**config.mk**
```make
export PLATFORM = sky130hd
export DESIGN_NAME = tfn_div
export DESIGN_NICKNAME = d
export VERILOG_FILES = /design/src/sv/tfn_pkg.sv /design/src/sv/tfn_div.sv
export SDC_FILE = /design/constraint.sdc
export NUM_CORES = 2
export LEC_CHECK = 0
export BUFFER_PORTS_ARGS = -buffer_cell sky130_fd_sc_hd__buf_4
export CORE_ASPECT_RATIO = 1.4
export CORE_MARGIN = 3
export CORE_UTILIZATION = 58
export CTS_CLUSTER_DIAMETER = 150
export DETAILED_ROUTE_END_ITERATION = 10
export PLACE_DENSITY = 0.84
export SKIP_LAST_GASP = 1
export SLEW_MARGIN = 20
export SYNTH_ARGS = -nofsm -noshare
export SYNTH_HDL_FRONTEND = slang
export SYNTH_SLANG_ARGS = --single-unit
export TNS_END_PERCENT = 20
```
**constraint.sdc**
```tcl
create_clock -name clk -period 3 [get_ports clk]
set_input_delay 0.3 -clock clk [delete_from_list [all_inputs] [get_ports clk]]
set_output_delay 0.3 -clock clk [all_outputs]
set_load 0.05 [all_outputs]
```
**src/sv/tfn_pkg.sv**
```systemverilog
`default_nettype none
package tfn_pkg;
    // Field and datapath widths.
    localparam int COORD_W     = 32;
    localparam int DIFF_W      = COORD_W + 1;
    localparam int PROD_W      = 2 * DIFF_W;
    localparam int CROSS_W     = PROD_W + 1;
    localparam int MAG_W       = 31;
    localparam int SHIFT_W     = 6;
    localparam int SHIFT_SPAN  = CROSS_W - MAG_W;
    localparam int SQ_W        = 2 * MAG_W;
    localparam int SUM_W       = 64;
    localparam int ROOT_W      = SUM_W / 2;
    localparam int REM_W       = ROOT_W + 3;
    localparam int FRAC_W      = 14;
    localparam int QUO_W       = FRAC_W + 1;
    localparam int NUM_W       = MAG_W + FRAC_W + 1;
    localparam int DEN_W       = ROOT_W;
    localparam int DREM_W      = DEN_W + 1;
    localparam int OUT_W       = 16;
    localparam int LEN_W       = 16;
    localparam int FLOOR_SHIFT = 16;

    localparam logic [LEN_W-1:0] LEN_RESET = 16'd66;
    localparam logic [QUO_W-1:0] Q_CAP     = QUO_W'(1) << FRAC_W;

    // Values that ride alongside the square root.
    typedef struct packed {
        logic [2:0][MAG_W-1:0] mag;
        logic [2:0]            neg;
        logic [DEN_W-1:0]      floor_val;
    } side_t;
endpackage
`default_nettype wire

```
**src/sv/tfn_div.sv**
```systemverilog
`default_nettype none
module tfn_div (
    input  wire logic                          clk,
    input  wire logic                          en,
    input  wire logic [tfn_pkg::NUM_W-1:0]     num,
    input  wire logic [tfn_pkg::DEN_W-1:0]     den,
    output logic      [tfn_pkg::QUO_W-1:0]     quo
);
    localparam int N = tfn_pkg::QUO_W;

    // The quotient is known to fit in QUO_W bits, so the partial remainder
    // starts from the numerator's upper bits, which are already below den.
    logic [tfn_pkg::QUO_W-1:0]  low_reg [0:N-1];
    logic [tfn_pkg::DREM_W-1:0] rem_reg [0:N-1];
    logic [tfn_pkg::DEN_W-1:0]  den_reg [0:N-1];
    logic [tfn_pkg::QUO_W-1:0]  quo_reg [0:N-1];

    for (genvar j = 0; j < N; j++) begin : g_step
        logic [tfn_pkg::QUO_W-1:0]  low_src;
        logic [tfn_pkg::DREM_W-1:0] rem_src;
        logic [tfn_pkg::DEN_W-1:0]  den_src;
        logic [tfn_pkg::QUO_W-1:0]  quo_src;
        logic [tfn_pkg::DREM_W-1:0] rem_sh;

        if (j == 0) begin : g_first
            assign low_src = num[tfn_pkg::QUO_W-1:0];
            assign rem_src = tfn_pkg::DREM_W'(num[tfn_pkg::NUM_W-1:tfn_pkg::QUO_W]);
            assign den_src = den;
            assign quo_src = '0;
        end else begin : g_rest
            assign low_src = low_reg[j-1];
            assign rem_src = rem_reg[j-1];
            assign den_src = den_reg[j-1];
            assign quo_src = quo_reg[j-1];
        end

        assign rem_sh = {rem_src[tfn_pkg::DREM_W-2:0], low_src[tfn_pkg::QUO_W-1]};

        always_ff @(posedge clk)
        begin
            if (en)
            begin
                low_reg[j] <= {low_src[tfn_pkg::QUO_W-2:0], 1'b0};
                den_reg[j] <= den_src;
                if (rem_sh >= {1'b0, den_src})
                begin
                    rem_reg[j] <= rem_sh - {1'b0, den_src};
                    quo_reg[j] <= {quo_src[tfn_pkg::QUO_W-2:0], 1'b1};
                end
                else
                begin
                    rem_reg[j] <= rem_sh;
                    quo_reg[j] <= {quo_src[tfn_pkg::QUO_W-2:0], 1'b0};
                end
            end
        end
    end

    assign quo = quo_reg[N-1];
endmodule
`default_nettype wire

```
==> impl_metrics.py <==
metrics = {
    "sta": {
        "slew_headroom": 0.2634,
        "final.period_utilization": 1.168,
        "setup-violations-final": 424,
        "fin_skew_ps": 41.02,
        "slew_violations": 0,
        "rsz0062_at_grt": "true",
        "final.min_clock_period_ps": 3505,
        "tns_ps": -103500,
        "setup_slack_ps": -505.1,
        "hold_violations": 0,
        "worstMarginPinSlew_ps": 1077,
        "max_clock_freq_mhz": 285.3,
    },
    "place": {
        "portBuffers": 94,
        "dp_hpwl_mm": 146.6,
        "pre_cts_slack_ps": -691.2,
        "place.gp.congestion": 1.055,
    },
    "drt": {
        "via_per_inst": 5.966,
        "num_vias": 54191,
        "drt-total-wl_mm": 206.8,
        "wire_per_inst_um": 22.77,
        "drtAntennaViolNets": 0,
        "drtIter0Drc": 3384,
        "firstDrtPassIters": 8,
        "drc": 0,
    },
    "layout": {
        "nFillCells": 6760,
        "nets": 8110,
        "final_cell_mix": "buf_4 (1511), edfxtp_1 (1120), inv_1 (587), a21oi_1 (528), ha_1 (418)",
        "area_growth_pct": 32.37,
        "fin_util": 0.7779,
        "final_common_cell": "buf_4",
        "drive_gt1_frac": 0.3034,
    },
    "logic_synthesis": {
        "syn-cell-area_um2": 65120,
        "avgSynthCellArea_um2": 10.97,
        "yosysSeqAreaShare": 0.5168,
        "synthArstFlopShare": 0,
        "syn-num-nets": 6509,
        "synth_ff_type": "edfxtp_1",
        "ys_warn_count": 0,
        "ys_types": 85,
        "synth-seq-cells": 1121,
        "synthTopCellsByArea": "edfxtp_1 (52%), ha_1 (9.2%), a21oi_1 (4.4%)",
        "synth_cells": 5935,
        "synth_edf_count": 1120,
        "netlist.area_leader.share": 0.5165,
        "yosysTopAreaCell": "edfxtp_1",
    },
    "power": {
        "finalPower_mw": 89.15,
        "leakagePower_nw": 37.41,
        "peakVddDrop_uv": 677.9,
        "p_per_area_nw_per_um2": 1034,
    },
    "floorplanning": {
        "rows": 144,
        "fp.dieH_um": 402.5,
        "core_area_um2": 110800,
        "die_area_um2": 116400,
        "initial_utilization": 0.5877,
        "io_pins": 95,
        "die_x_um": 289.2,
    },
    "critical_path": {
        "end_kind": "flop",
        "crit_type": "flop to flop",
        "rrSetupSlack_ps": -510,
        "worstSetupStartpointType": "flop",
        "crit_fanout": 3,
        "cp.required_ps": 3500,
        "arrival_ps": 4010,
    },
    "clocking": {
        "path_clk_slew_ps": 60,
        "cts_buffers": 108,
        "htreeDepth": 3,
        "clkLatencyLatePin_ps": 760,
        "cts_tree": "done",
        "ctsRootBufferMaster": "clkbuf_16",
        "clock_sinks": 1121,
        "clk_path_buf_depth": 3,
    },
    "global_route": {
        "global_route.usage.met1": 0.2481,
        "grt-ovfl-total": 0,
        "met2_usage": 0.6652,
        "grt_use_total": 0.3365,
        "grt-busiest-layer": "met2",
        "met3_usage": 0.05133,
        "grt_pass1_vias": 56538,
        "grt_max_degree": 157,
        "antenna_found_initial": 4,
        "grt_pass1_wl_mm": 297.2,
    },
    "run_status": {
        "status": "finished with violations",
        "failed_checks": "negative setup slack",
    },
    "flow_run": {
        "cap_violations": 0,
    },
    "hold_path": {
        "worstHoldPathType": "input pin to flop",
    },
}
-- power by group --
group	total, mW	internal (mW)	leakage, nW	switching, mW
combinational	50.1	24.6	24.8	25.5
sequential	25.1	22.8	10.9	2.31
clock	13.9	7.70	1.71	6.20
total	89.2	55.1	37.4	34.0
-- critical path, cell delays in order (launching register included) --
cell and delay (ps):
edfxtp_1 460, inv_1 110, ha_1 240, nor2b_1 150, o31a_1 280, o31a_1 260
buf_4 150, nor2_1 160, o21ai_0 210, buf_4 240, a211oi_1 460, buf_4 220
o31ai_1 80, xnor2_1 150, a21oi_1 80
-- cell type report --
cell class,instances,area (um2),share of cell area
clock inverters,62,725.7,0.008419
repair buffers,1686,13840,0.1605
diodes,1,2.502,0.00002903
flip-flops and latches,1121,33650,0.3904
inverters,608,2285,0.02650
clock buffers,135,2835,0.03289
well taps,1460,1827,0.02119
multi-input cells,4011,31030,0.3600
-- logic make-up (layout without fill, tap and decap cells) --
logic type / Yosys count / after routing / synth area share
adders and majority gates: 494 / 494 / 0.09653
muxes: 208 / 208 / 0.03572
DFF: 1121 / 1121 / 0.5168
AOI/OAI and AO/OA: 1628 / 1628 / 0.1576
buffers and inverters: 803 / 2491 / 0.04730
xor gates and xnor gates: 362 / 362 / 0.04869
other: 0 / 1 / 0
and+or+nand+nor: 1319 / 1319 / 0.09741
-- synthesized netlist by cell type (20+ instances only) --
cell and n:
nand3_1 114, and3_1 50, nor2_1 382, and2_1 29, a21oi_1 569, mux2_2 190
nor3_1 58, nand2_1 342, a31o_2 24, o21bai_1 50, o211ai_1 34, nand4_1 98
nor2b_1 65, xnor2_1 210, a31oi_1 50, nand2b_1 63, a21o_1 238, buf_2 32
or3_1 28, o31ai_1 34, a21boi_0 20, xor2_1 152, o31a_1 25, clkbuf_1 151
ha_1 480, o21a_1 71, a211oi_1 24, inv_1 608, edfxtp_1 1120, o21ai_0 331
-- layer usage --
layer  up-vias  wire [um]
li1      24981          -
met1     25864      56320
met2      2194     113300
met3      1152       8189
met4         0      29040
met5         -          0
-- worst paths after layout --
path / from / endpoint / cells after the start
worst max-delay path: den_reg[0][225]$_DFFE_PP_ / rem_reg[1][31]$_DFFE_PP_ / 14
worst min register to register: low_reg[0][79]$_DFFE_PP_ / low_reg[0][94]$_DFFE_PP_ / 0
worst min-delay path: den[0] / rem_reg[0][0]$_DFFE_PP_ / 3
worst max register to register: den_reg[0][225]$_DFFE_PP_ / rem_reg[1][31]$_DFFE_PP_ / 14
-- metrics by stage --
step | area (um2) | hold WS (ps) | instances
floorplan | 65210 | 398.9 | 5935
global placement | 77570 | 400.4 | 8662
detailed placement | 77570 | 404.5 | 8662
CTS | 83590 | 24.55 | 8999
global route | 86200 | 49.95 | 9084
finish | 86200 | 53.98 | 9084
-- timing repair --
item / CTS / global route
pin swaps: 66 / 129
setup buffers: 56 / 82
endpoints found under the hold margin: 84 / 0
gates cloned: 9 / 10
hold buffers: 79 / 0
setup endpoints to repair: 428 / 461
resized for setup: 214 / 373
No activity file was read; power rests on OpenSTA's default activity.
